File: config.mk
export PLATFORM = sky130hd
export DESIGN_NAME = longest_nonincreasing_subsequence_core
export DESIGN_NICKNAME = d
export VERILOG_FILES = /design/src/rtl/lnis_pkg.sv /design/src/rtl/lnis_ram.sv /design/src/rtl/lnis_alu.sv /design/src/rtl/lnis_seq.sv /design/src/rtl/longest_nonincreasing_subsequence_core.sv
export SDC_FILE = /design/constraint.sdc
export NUM_CORES = 1
export LEC_CHECK = 0
export BUFFER_PORTS_ARGS = -buffer_cell sky130_fd_sc_hd__buf_2
export CAP_MARGIN = 20
export CORE_MARGIN = 2
export CORE_UTILIZATION = 33
export DETAILED_ROUTE_END_ITERATION = 12
export SETUP_SLACK_MARGIN = 0.2
export SYNTH_ARGS = -nofsm -noshare
export SYNTH_HDL_FRONTEND = slang
export SYNTH_HIERARCHICAL = 1
export SYNTH_SLANG_ARGS = --single-unit
export TNS_END_PERCENT = 30
File: constraint.sdc
create_clock -name clock -period 6.1 [get_ports clock]
set_clock_uncertainty 0.05 [all_clocks]
set_input_delay 0 -clock clock [delete_from_list [all_inputs] [get_ports clock]]
set_output_delay 0 -clock clock [all_outputs]
set_load 0.1 [all_outputs]
File: src/rtl/lnis_pkg.sv
`default_nettype none

package lnis_pkg;

   localparam int VALUE_W       = 16;
   localparam int LENGTH_W      = 6;
   localparam int DEF_MAX_ITEMS = 32;

   localparam logic [LENGTH_W-1:0] LENGTH_MAX = {LENGTH_W{1'b1}};

   typedef struct packed {
      logic signed [VALUE_W-1:0] value;
      logic                      is_last;
   } req_type;

   typedef struct packed {
      logic [LENGTH_W-1:0] length;
      logic                overflow;
   } rsp_type;

   // operation of the shared compare / max unit
   typedef enum logic [1:0] {
      ALU_INIT,
      ALU_SWEEP,
      ALU_SCAN
   } alu_op_type;

   typedef enum logic [3:0] {
      ST_IDLE,
      ST_TAIL_RD,
      ST_TAIL_LD,
      ST_INIT,
      ST_HEAD_RD,
      ST_HEAD_LD,
      ST_SWEEP,
      ST_DRAIN,
      ST_SCAN,
      ST_FINISH,
      ST_RESP
   } state_type;

   typedef struct packed {
      logic idle;
      logic resp_valid;
   } seq_status_type;

endpackage

`default_nettype wire

File: src/rtl/lnis_ram.sv
`default_nettype none

module lnis_ram import lnis_pkg::*; #(
   parameter int WIDTH  = VALUE_W,
   parameter int DEPTH  = DEF_MAX_ITEMS,
   parameter int ADDR_W = 5
) (
   input  wire logic              clock,
   input  wire logic              we,
   input  wire logic [ADDR_W-1:0] waddr,
   input  wire logic [WIDTH-1:0]  wdata,
   input  wire logic [ADDR_W-1:0] raddr,
   output logic      [WIDTH-1:0]  rdata
);

   logic [WIDTH-1:0] mem_ff [DEPTH];
   logic [WIDTH-1:0] rdata_ff;

   always_ff @(posedge clock) begin
      if (we) begin
         mem_ff[waddr] <= wdata;
      end
      rdata_ff <= mem_ff[raddr];
   end

   assign rdata = rdata_ff;

endmodule

`default_nettype wire

File: src/rtl/lnis_alu.sv
`default_nettype none

module lnis_alu import lnis_pkg::*; #(
   parameter int LW = 6
) (
   input  wire alu_op_type                op,
   input  wire logic signed [VALUE_W-1:0] a_val,
   input  wire logic signed [VALUE_W-1:0] b_val,
   input  wire logic        [LW-1:0]      below,
   input  wire logic        [LW-1:0]      diag,
   input  wire logic        [LW-1:0]      best,
   output logic             [LW-1:0]      result
);

   logic          gt;
   logic [LW-1:0] cand;
   logic [LW-1:0] mx;

   always_comb begin
      gt   = a_val > b_val;
      cand = (op == ALU_SCAN) ? best : diag + LW'(1);
      mx   = (cand > below) ? cand : below;
      case (op)
         ALU_INIT:  result = gt ? '0 : LW'(1);
         ALU_SWEEP: result = gt ? below : mx;
         ALU_SCAN:  result = mx;
         default:   result = below;
      endcase
   end

endmodule

`default_nettype wire

File: src/rtl/lnis_seq.sv
`default_nettype none

module lnis_seq import lnis_pkg::*; #(
   parameter int MAX_ITEMS = DEF_MAX_ITEMS,
   parameter int AW        = 5,
   parameter int CW        = 6
) (
   input  wire logic                  clock,
   input  wire logic                  reset,
   input  wire logic                  req_valid,
   input  wire req_type               req,
   input  wire logic                  rsp_ready,
   output seq_status_type             status,
   output logic          [CW-1:0]     best,
   output logic                       overflow,
   // value store
   output logic                       val_we,
   output logic          [AW-1:0]     val_waddr,
   input  wire logic signed [VALUE_W-1:0] val_rdata,
   // working row
   output logic                       row_we,
   output logic          [AW-1:0]     row_waddr,
   input  wire logic     [CW-1:0]     row_rdata,
   output logic          [AW-1:0]     rd_addr,
   // shared unit
   output alu_op_type                 alu_op,
   output logic signed   [VALUE_W-1:0] alu_a,
   output logic          [CW-1:0]     alu_diag,
   input  wire logic     [CW-1:0]     alu_result
);

   state_type state_ff, state_in;

   logic [CW-1:0] cnt_ff, cnt_in;
   logic          drop_ff, drop_in;
   logic [CW-1:0] n_ff, n_in;
   logic          ovf_ff, ovf_in;
   logic [AW-1:0] i_ff, i_in;
   logic [AW-1:0] j_ff, j_in;
   logic          p_valid_ff, p_valid_in;
   alu_op_type    p_op_ff, p_op_in;
   logic [AW-1:0] p_addr_ff, p_addr_in;
   logic signed [VALUE_W-1:0] vi_ff, vi_in;
   logic [CW-1:0] diag_ff, diag_in;
   logic [CW-1:0] best_ff, best_in;

   logic          accept;
   logic          room;
   logic [CW-1:0] nm1;
   logic [CW-1:0] nm2;
   logic [AW-1:0] last_idx;
   logic          issuing;
   logic          pass_end;

   assign accept   = (state_ff == ST_IDLE) && req_valid;
   assign room     = cnt_ff < CW'(MAX_ITEMS);
   assign nm1      = n_ff - CW'(1);
   assign nm2      = n_ff - CW'(2);
   assign last_idx = nm1[AW-1:0];

   // next state
   always_comb begin
      state_in = state_ff;
      case (state_ff)
         ST_IDLE:    if (accept && req.is_last) state_in = ST_TAIL_RD;
         ST_TAIL_RD: state_in = ST_TAIL_LD;
         ST_TAIL_LD: state_in = ST_INIT;
         ST_INIT: begin
            if (j_ff == last_idx) begin
               state_in = (n_ff == CW'(1)) ? ST_DRAIN : ST_HEAD_RD;
            end
         end
         ST_HEAD_RD: state_in = ST_HEAD_LD;
         ST_HEAD_LD: state_in = ST_SWEEP;
         ST_SWEEP: begin
            if (j_ff == i_ff) begin
               state_in = (i_ff == '0) ? ST_DRAIN : ST_HEAD_RD;
            end
         end
         ST_DRAIN:   state_in = ST_SCAN;
         ST_SCAN:    if (j_ff == last_idx) state_in = ST_FINISH;
         ST_FINISH:  state_in = ST_RESP;
         ST_RESP:    if (rsp_ready) state_in = ST_IDLE;
         default:    state_in = ST_IDLE;
      endcase
   end

   // outputs and datapath
   always_comb begin
      cnt_in     = cnt_ff;
      drop_in    = drop_ff;
      n_in       = n_ff;
      ovf_in     = ovf_ff;
      i_in       = i_ff;
      vi_in      = vi_ff;
      diag_in    = diag_ff;
      best_in    = best_ff;
      issuing    = 1'b0;
      pass_end   = 1'b0;
      p_op_in    = p_op_ff;
      rd_addr    = j_ff;
      val_we     = 1'b0;

      case (state_ff)
         ST_IDLE: begin
            val_we = accept && room;
            if (accept) begin
               if (room) begin
                  cnt_in = cnt_ff + CW'(1);
               end else begin
                  drop_in = 1'b1;
               end
               if (req.is_last) begin
                  n_in    = room ? cnt_ff + CW'(1) : cnt_ff;
                  ovf_in  = drop_ff | ~room;
                  cnt_in  = '0;
                  drop_in = 1'b0;
               end
            end
         end
         ST_TAIL_RD: rd_addr = last_idx;
         ST_TAIL_LD: vi_in = val_rdata;
         ST_INIT: begin
            issuing  = 1'b1;
            p_op_in  = ALU_INIT;
            pass_end = j_ff == last_idx;
            if (pass_end) begin
               i_in = nm2[AW-1:0];
            end
         end
         ST_HEAD_RD: rd_addr = i_ff;
         ST_HEAD_LD: begin
            vi_in   = val_rdata;
            diag_in = row_rdata;
         end
         ST_SWEEP: begin
            issuing  = 1'b1;
            p_op_in  = ALU_SWEEP;
            pass_end = j_ff == i_ff;
            if (pass_end && i_ff != '0) begin
               i_in = i_ff - AW'(1);
            end
         end
         ST_DRAIN: best_in = '0;
         ST_SCAN: begin
            issuing  = 1'b1;
            p_op_in  = ALU_SCAN;
            pass_end = j_ff == last_idx;
         end
         default: begin
         end
      endcase

      if (p_valid_ff && p_op_ff == ALU_SCAN) begin
         best_in = alu_result;
      end

      j_in       = (issuing && !pass_end) ? j_ff + AW'(1) : '0;
      p_valid_in = issuing;
      p_addr_in  = j_ff;
   end

   always_ff @(posedge clock) begin
      if (reset) begin
         state_ff   <= ST_IDLE;
         cnt_ff     <= '0;
         drop_ff    <= 1'b0;
         p_valid_ff <= 1'b0;
      end else begin
         state_ff   <= state_in;
         cnt_ff     <= cnt_in;
         drop_ff    <= drop_in;
         p_valid_ff <= p_valid_in;
      end
   end

   always_ff @(posedge clock) begin
      n_ff      <= n_in;
      ovf_ff    <= ovf_in;
      i_ff      <= i_in;
      j_ff      <= j_in;
      p_op_ff   <= p_op_in;
      p_addr_ff <= p_addr_in;
      vi_ff     <= vi_in;
      diag_ff   <= diag_in;
      best_ff   <= best_in;
   end

   assign status.idle       = state_ff == ST_IDLE;
   assign status.resp_valid = state_ff == ST_RESP;
   assign best              = best_ff;
   assign overflow          = ovf_ff;
   assign val_waddr         = cnt_ff[AW-1:0];
   assign row_we            = p_valid_ff && (p_op_ff != ALU_SCAN);
   assign row_waddr         = p_addr_ff;
   assign alu_op            = p_op_ff;
   assign alu_a             = vi_ff;
   assign alu_diag          = diag_ff;

   assert property (@(posedge clock) disable iff (reset)
      cnt_ff <= CW'(MAX_ITEMS))
      else $error("store count beyond depth");

   assert property (@(posedge clock) disable iff (reset)
      (accept && req.is_last) |=> (state_ff == ST_TAIL_RD && n_ff != '0))
      else $error("final request did not start the program");

   assert property (@(posedge clock) disable iff (reset)
      (state_ff == ST_SWEEP) |-> (j_ff <= i_ff && CW'(i_ff) < nm1))
      else $error("sweep index out of range");

   assert property (@(posedge clock) disable iff (reset)
      (state_ff == ST_INIT || state_ff == ST_SCAN) |-> (CW'(j_ff) < n_ff))
      else $error("row index beyond stored count");

   assert property (@(posedge clock) disable iff (reset)
      (state_ff == ST_RESP) |-> !p_valid_ff)
      else $error("result shown while row update pending");

endmodule

`default_nettype wire

File: src/rtl/longest_nonincreasing_subsequence_core.sv
`default_nettype none

// longest non-increasing subsequence engine. requests carry one signed 16-bit
// value each and are taken one per cycle while loading; the request with
// is_last set closes the sequence (it is stored too if there is room). up to
// MAX_ITEMS values are kept, later ones are dropped and reported through the
// overflow bit of the response. after the final request the block runs a
// backward dynamic program over one working row held in a single-port-read
// memory, stepping one row entry per cycle within a pass through one shared
// compare/max unit; req_ready stays low from the acceptance of the final
// request until the response is taken. the row memory's one read address per
// cycle sets the pace of the program. length saturates at 63.

module longest_nonincreasing_subsequence_core import lnis_pkg::*; #(
   parameter int MAX_ITEMS = DEF_MAX_ITEMS
) (
   input  wire logic    clock,
   input  wire logic    reset,
   input  wire logic    req_valid,
   output logic         req_ready,
   input  wire req_type req,
   output logic         rsp_valid,
   input  wire logic    rsp_ready,
   output rsp_type      rsp
);

   // address width of the stores and width of counts / row entries
   localparam int AW = (MAX_ITEMS > 1) ? $clog2(MAX_ITEMS) : 1;
   localparam int CW = $clog2(MAX_ITEMS + 1);
   localparam int SW = (CW > LENGTH_W) ? CW : LENGTH_W;

   seq_status_type            status;
   logic [CW-1:0]             best;
   logic                      overflow;
   logic                      val_we;
   logic [AW-1:0]             val_waddr;
   logic signed [VALUE_W-1:0] val_rdata;
   logic                      row_we;
   logic [AW-1:0]             row_waddr;
   logic [CW-1:0]             row_rdata;
   logic [AW-1:0]             rd_addr;
   alu_op_type                alu_op;
   logic signed [VALUE_W-1:0] alu_a;
   logic [CW-1:0]             alu_diag;
   logic [CW-1:0]             alu_result;
   logic [SW-1:0]             best_wide;

   // sequencer: loading, table walk, result hold
   lnis_seq #(
      .MAX_ITEMS (MAX_ITEMS),
      .AW        (AW),
      .CW        (CW)
   ) u_seq (
      .clock      (clock),
      .reset      (reset),
      .req_valid  (req_valid),
      .req        (req),
      .rsp_ready  (rsp_ready),
      .status     (status),
      .best       (best),
      .overflow   (overflow),
      .val_we     (val_we),
      .val_waddr  (val_waddr),
      .val_rdata  (val_rdata),
      .row_we     (row_we),
      .row_waddr  (row_waddr),
      .row_rdata  (row_rdata),
      .rd_addr    (rd_addr),
      .alu_op     (alu_op),
      .alu_a      (alu_a),
      .alu_diag   (alu_diag),
      .alu_result (alu_result)
   );

   // stored sequence values
   lnis_ram #(
      .WIDTH  (VALUE_W),
      .DEPTH  (MAX_ITEMS),
      .ADDR_W (AW)
   ) u_val_ram (
      .clock (clock),
      .we    (val_we),
      .waddr (val_waddr),
      .wdata (req.value),
      .raddr (rd_addr),
      .rdata (val_rdata)
   );

   // working row of the program, updated in place
   lnis_ram #(
      .WIDTH  (CW),
      .DEPTH  (MAX_ITEMS),
      .ADDR_W (AW)
   ) u_row_ram (
      .clock (clock),
      .we    (row_we),
      .waddr (row_waddr),
      .wdata (alu_result),
      .raddr (rd_addr),
      .rdata (row_rdata)
   );

   // shared compare / max unit; compares the held value against the one read
   lnis_alu #(
      .LW (CW)
   ) u_alu (
      .op     (alu_op),
      .a_val  (alu_a),
      .b_val  (val_rdata),
      .below  (row_rdata),
      .diag   (alu_diag),
      .best   (best),
      .result (alu_result)
   );

   // response: saturate the length to the field width
   assign best_wide = SW'(best);

   always_comb begin
      if (best_wide > SW'(LENGTH_MAX)) begin
         rsp.length = LENGTH_MAX;
      end else begin
         rsp.length = best_wide[LENGTH_W-1:0];
      end
      rsp.overflow = overflow;
   end

   assign req_ready = status.idle;
   assign rsp_valid = status.resp_valid;

endmodule

`default_nettype wire
; ---- Yosys cells after proc, flatten, opt, wreduce, memory -nomap -nowiden
; Memories as Yosys holds them, arrays and structs flattened. A register that Yosys moved wholly into a read port is not among the register bits.
; Index checks and enable logic that the tools add are counted.
; W data, S select, Z words.
[totals]
mem_bits_rw = 704
regBits = 64
output_inout_bits = 9
inputBits = 21
mem_count = 2
[mem_list]
columns = name, words, word_bits, rd, rd_ports_with_merged_regs, wr, line_no
row1 = u_val_ram.mem_ff, 32, 16, 1, 1, 1, lnis_ram.sv:16  ; logic [WIDTH-1:0] mem_ff [DEPTH];
row2 = u_row_ram.mem_ff, 32, 6, 1, 1, 1, lnis_ram.sv:16
[op_classes]
magnitude_cmp = 4
add_sub_neg = 6
reduce_logical = 23
muxes = 32
eq_ne = 23
bitwise_logic = 2
[ops]
columns = op, n
row1 = $mux W6, 8
row2 = $pmux W4 S11, 1
row3 = $mux W4, 5
row4 = $pmux W5 S2, 2
row5 = $pmux W6 S3, 1
row6 = $eq A4 B3 Y1 const B, 4
row7 = $gt A16 B16 Y1, 1
row8 = $add A6 B1 Y6 const B, 2
row9 = $eq A4 B4 Y1 const B, 3
row10 = $ne A2 B1 Y1 const B, 6
row11 = $eq A5 B5 Y1, 2
row12 = $mux W5, 2
row13 = $sub A5 B1 Y5 const B, 2
row14 = $mux W1, 9
row15 = $reduce_and A3 Y1, 3
row16 = $eq A4 B2 Y1 const B, 2
row17 = $logic_and A1 B1 Y1, 7
row18 = $eq A6 B1 Y1 const B, 1
row19 = $gt A6 B6 Y1, 1
row20 = $gt A6 B6 Y1 const B, 1
row21 = $lt A6 B6 Y1 const B, 1
row22 = $pmux W2 S3, 1
row23 = $add A5 B1 Y5 const B, 1
row24 = $logic_not A5 Y1, 1
row25 = 19 further kinds, 23

; ---- Logic depth before layout (Yosys ltp)
[depth]
ltp_word = 7
depth_mapped = 13

; ---- By module
; The synthesis kept the hierarchy.
[by_module_without_submodules]
columns = mod, area_per_inst_um2, instances, cells_each
row1 = lnis_ram at u_val_ram, 20535.9, 1, 1143
row2 = lnis_ram at u_row_ram, 7589.8, 1, 323
row3 = lnis_seq, 2979.1, 1, 250
row4 = lnis_alu, 1006.0, 1, 145
row5 = longest_nonincreasing_subsequence_core, 30.0, 1, 7

; ---- Least setup slack after synthesis
; Ideal clock, no wire load.
[synth_timing]
path_kind = register to register
start = register u_seq.diag_ff[0], in the netlist u_seq/alu_diag[0]
end = memory u_row_ram/mem_ff[0][4] in the netlist's numbering (data pin)
path_stages_with_launch = 13
setup_slack_ns = 1.845
arrival_ns = 3.707
n_path_buf = 1
cell_sequence = edfxtp_1 -> ha_1 -> nand3_1 -> xor2_1 -> o21ai_0 -> ha_1 -> and4_1 -> o21a_1 -> o31ai_1 -> buf_2 -> nor2_1 -> and4_1 -> a311oi_1
[synth_between]
elab_chain_cells = 6
[synth_lines]
columns = item, line_no
row1 = start: declaration, lnis_seq.sv:44  ; logic [CW-1:0] diag_ff, diag_in;
row2 = start signal: assignment, lnis_seq.sv:185  ; diag_ff <= diag_in;
row3 = $add A6 B1 Y6 *, lnis_alu.sv:21  ; cand = (op == ALU_SCAN) ? best : diag + LW'(1);
row4 = $mux W6 *, lnis_alu.sv:21
row5 = $gt A6 B6 Y1, lnis_alu.sv:22  ; mx = (cand > below) ? cand : below;
row6 = $mux W6 *, lnis_alu.sv:22
row7 = $mux W6, lnis_alu.sv:25  ; ALU_SWEEP: result = gt ? below : mx;
row8 = $pmux W6 S3 *, lnis_alu.sv:23  ; case (op)
row9 = via alu_result[4], longest_nonincreasing_subsequence_core.sv:45  ; logic [CW-1:0] alu_result;
row10 = end: declaration, lnis_ram.sv:16
; Mark *: on every way through the listed nets, which the timed path passes. The rest lies on a longest branch.

; ---- Worst setup path after layout
[layout_timing]
start = register u_seq.state_ff[0]
end = register u_val_ram.rdata_ff[2], in the netlist u_val_ram/rdata[2] (read register of u_val_ram.mem_ff)
[layout_between]
elab_chain_cells = 2
word_cells_on_any_way = 3
[layout_lines]
columns = item, line_no
row1 = start: declaration, lnis_seq.sv:32  ; state_type state_ff, state_in;
row2 = start signal: assignment, lnis_seq.sv:170  ; state_ff <= state_in;
row3 = $eq A4 B3 Y1 / $eq A4 B1 Y1 (equally long branches), lnis_seq.sv:104  ; case (state_ff)
row4 = $pmux W5 S2 *, lnis_seq.sv:104
row5 = via rd_addr[2], longest_nonincreasing_subsequence_core.sv:41  ; logic [AW-1:0] rd_addr;
row6 = end: declaration, lnis_ram.sv:17  ; logic [WIDTH-1:0] rdata_ff;
; Marks and branches as above.
; A chain may end at the register's enable or synchronous reset.

==> impl_metrics.env <==
export IMPL_gr_usage_all_layers=0.144
export IMPL_ys_ff_latch=790
export IMPL_path_delay_family="simple AND/OR/NAND/NOR gates"
export IMPL_postSynthAreaPerCell_sq_um=17.2
export IMPL_postRouteAntennaNets=0
export IMPL_grt_max_degree=112
export IMPL_fmax_mhz=224
export IMPL_fin_crit_sh=0.731
export IMPL_drv_slew=0
export IMPL_p_total_uw=14000
export IMPL_synthTopCellsByCount="746 x edfxtp_1, 260 x mux2i_1, 93 x nor2_1"
export IMPL_synthCells=1868
export IMPL_netlist_area_leader_share=0.697
export IMPL_setup_slack_ps=1640
export IMPL_utilization=0.381
export IMPL_cts_tree="done"
export IMPL_cts_sinks=790
export IMPL_cts_buffer_depth=3
export IMPL_maxCapViolCount=0
export IMPL_ys_flop_type="edfxtp_1"
export IMPL_cts_made_buffers=83
export IMPL_clock_latency_ps=640
export IMPL_rsz0062_at_grt="no"
export IMPL_synth_simple_gate_area_frac=0.0503
export IMPL_stdcell_count=3304
export IMPL_timing_worst_setup_path_type="reg2reg"
export IMPL_yosysSeqAreaShare=0.724
export IMPL_setup_violations=0
export IMPL_placedCellCount=3116
export IMPL_drtIter0Drc=1493
export IMPL_wl_microns=72400
export IMPL_dr_pass1_iters=5
export IMPL_rows=114
export IMPL_viasPerCell=5.08
export IMPL_area_growth_pct=14.4
export IMPL_p_leak_uw=0.0114
export IMPL_io_buffers=29
export IMPL_cp_slowest_cell="dfxtp_1"
export IMPL_p_per_area_nw_per_um2=381
export IMPL_root_buffer="clkbuf_16"
export IMPL_die_x_microns=316
export IMPL_synth_top_family_by_area="multiplexers"
export IMPL_startpoint_type="flip-flop"
export IMPL_path_clk_slew_ps=60
export IMPL_min_period_ps=4460
export IMPL_routedWlPerCell_microns=21.9
export IMPL_overflow=0
export IMPL_final_nets=2007
export IMPL_drc_errors=0
export IMPL_cp_max_fo=43
export IMPL_synth_top_cell_by_area="edfxtp_1"
export IMPL_synthXorXnorAreaFrac=0.00911
export IMPL_relSlewSlack=0.300
export IMPL_endpoint_kind="flip-flop"
export IMPL_synth_compound_area_frac=0.0507
export IMPL_drive_gt1_frac=0.153
export IMPL_hpwl_microns=42400
export IMPL_die_h_microns=316
export IMPL_ctsResizeCount=0
export IMPL_io_pins=30
export IMPL_synth_nets=1920
export IMPL_syn_area_sq_um=32100
export IMPL_synth_area_leaders="edfxtp_1 70%, mux2i_1 8.1%, mux4_2 4.2%"
export IMPL_place_ws_ps=1350
export IMPL_antenna_found_initial=1
export IMPL_worstMarginPinSlew_ps=1050
export IMPL_synth_edff_count=746
export IMPL_grt_pass1_vias=17000
export IMPL_postCtsHoldBufs=23
export IMPL_crit_arrival_ps=4870
export IMPL_critPathBufInv=2
export IMPL_postCtsSetupRepairBufs=0
export IMPL_yosys_warnings=6
export IMPL_synth_fa_ha_area_frac=0.0121
export IMPL_synth_distinct_cells=76
export IMPL_crit_top_cell="buf_4"
export IMPL_status="finished clean"
export IMPL_gp_congestion=0.773
export IMPL_cp_data_required_time_ps=6510
export IMPL_grt_pass1_wl_microns=107000
export IMPL_die_area_sq_um=99900
export IMPL_async_reset_ff_frac=0
export IMPL_synthMuxAreaShare=0.126
export IMPL_core_sq_um=96600
export IMPL_crit_chain="nor2b_1 > nand2_1 > nor2_1 > a221o_2 > buf_4 > nor2b_4 > buf_4 > a22o_1 > nor3_1 > a31oi_1 > nand3_1"
export IMPL_start_util=0.333
export IMPL_hold_violations=0
export IMPL_yosysMostFrequentCell="edfxtp_1"
export IMPL_max_vdd_ir_drop_mv=0.311
export IMPL_min_path_type="in2reg"
export IMPL_cts_max_level=3
export IMPL_vias=16800
export IMPL_cp_slowest_stage_delay_ps=740
export IMPL_tns_ps=0
-- final timing paths --
kind / start / endpoint / slack, ps / cells after the start
worst max-delay path: u_seq/state_ff[0]$_SDFFE_PP0P_ / u_val_ram/rdata[2]$_DFF_P_ / 1640 / 11
worst min-delay path: rsp_ready / u_seq/state_ff[3]$_SDFFE_PP0P_ / 230 / 5
worst max register to register: u_seq/state_ff[0]$_SDFFE_PP0P_ / u_val_ram/rdata[2]$_DFF_P_ / 1640 / 11
worst min register to register: u_val_ram/rdata[15]$_DFF_P_ / u_seq/alu_a[15]$_DFFE_PP_ / 380 / 0
-- layer usage --
layer / GRT usage / share of wire / vias up
met4: 0.0467 / 0.026 / 0
met3: 0.0265 / 0.061 / 118
met1: 0.188 / 0.42 / 8592
li1: - / - / 7556
met2: 0.242 / 0.49 / 511
met5: 0 / 0 / -
-- per-stage QoR --
| step | cell area (sq um) | hold WS, ps |
|---|---|---|
| after floorplan | 32100 | 48.9 |
| after global routing | 36800 | 261 |
| after CTS | 36700 | 220 |
| final | 36800 | 226 |
| after global placement | 33600 | 292 |
| after detailed placement | 33600 | 295 |
-- registers in the layout, indices dropped and copies added, names as in the netlist, 2 cells and up --
signal and flops:
u_val_ram/mem_ff 512, u_row_ram/mem_ff 192, u_seq/alu_a 16, u_val_ram/rdata 16
u_row_ram/rdata 6, u_seq/alu_diag 6, u_seq/best 6, u_seq/cnt_ff 6
u_seq/n_ff 6, u_seq/i_ff 5, u_seq/j_ff 5, u_seq/row_waddr 5
u_seq/state_ff 4, u_seq/alu_op 2
-- cells by family after synthesis --
group | Yosys count
AO/OA/AOI/OAI | 228
XOR/XNOR | 31
adder cells (fa/ha/maj) | 31
buffers and inverters | 142
flip-flops | 790
multiplexers | 328
AND/OR/NAND/NOR | 318
-- power breakdown --
group / internal (uW) / leakage [uW] / switching, uW
Sequential: 6410 / 0.00707 / 120
Combinational: 882 / 0.00298 / 1570
Clock: 2970 / 0.00134 / 2060
-- placed cells by master, fill, tap and decap left out, types with 11 or more instances in the layout --
cell type	count
buf_4	50
a21oi_1	54
ha_1	31
buf_2	30
edfxtp_1	746
inv_1	32
nand4_1	19
clkinv_1	12
xor2_1	11
nand3b_1	13
clkbuf_1	24
nand2_1	66
dfxtp_1	44
a22o_1	33
dlygate4sd3_1	23
clkbuf_16	85
nor3_1	22
mux4_2	60
xnor2_1	18
a31oi_1	16
nor2_1	93
mux2i_1	260
nand3_1	46
a22oi_1	68
-- final cells by class --
cell class                 instances  area (sq um)
fill                            8741         59800
sequential                       790         23300
multi-input combinational        936          8070
clock buffer                     116          2310
tap                             1276          1600
timing repair buffer             112           911
clock inverter                    38           460
inverter                          32           120
antenna                            4          10.0
-- worst reg2reg max path: cells and delay by family (launching register included) --
| family | cells | cell delay (ps) |
|---|---|---|
| and+or+nand+nor | 6 | 1280 |
| buffers and inverters | 2 | 1140 |
| AOI/OAI and AO/OA | 3 | 1090 |
| DFF | 1 | 740 |
Note: power is estimated with default switching activity, not from simulation.
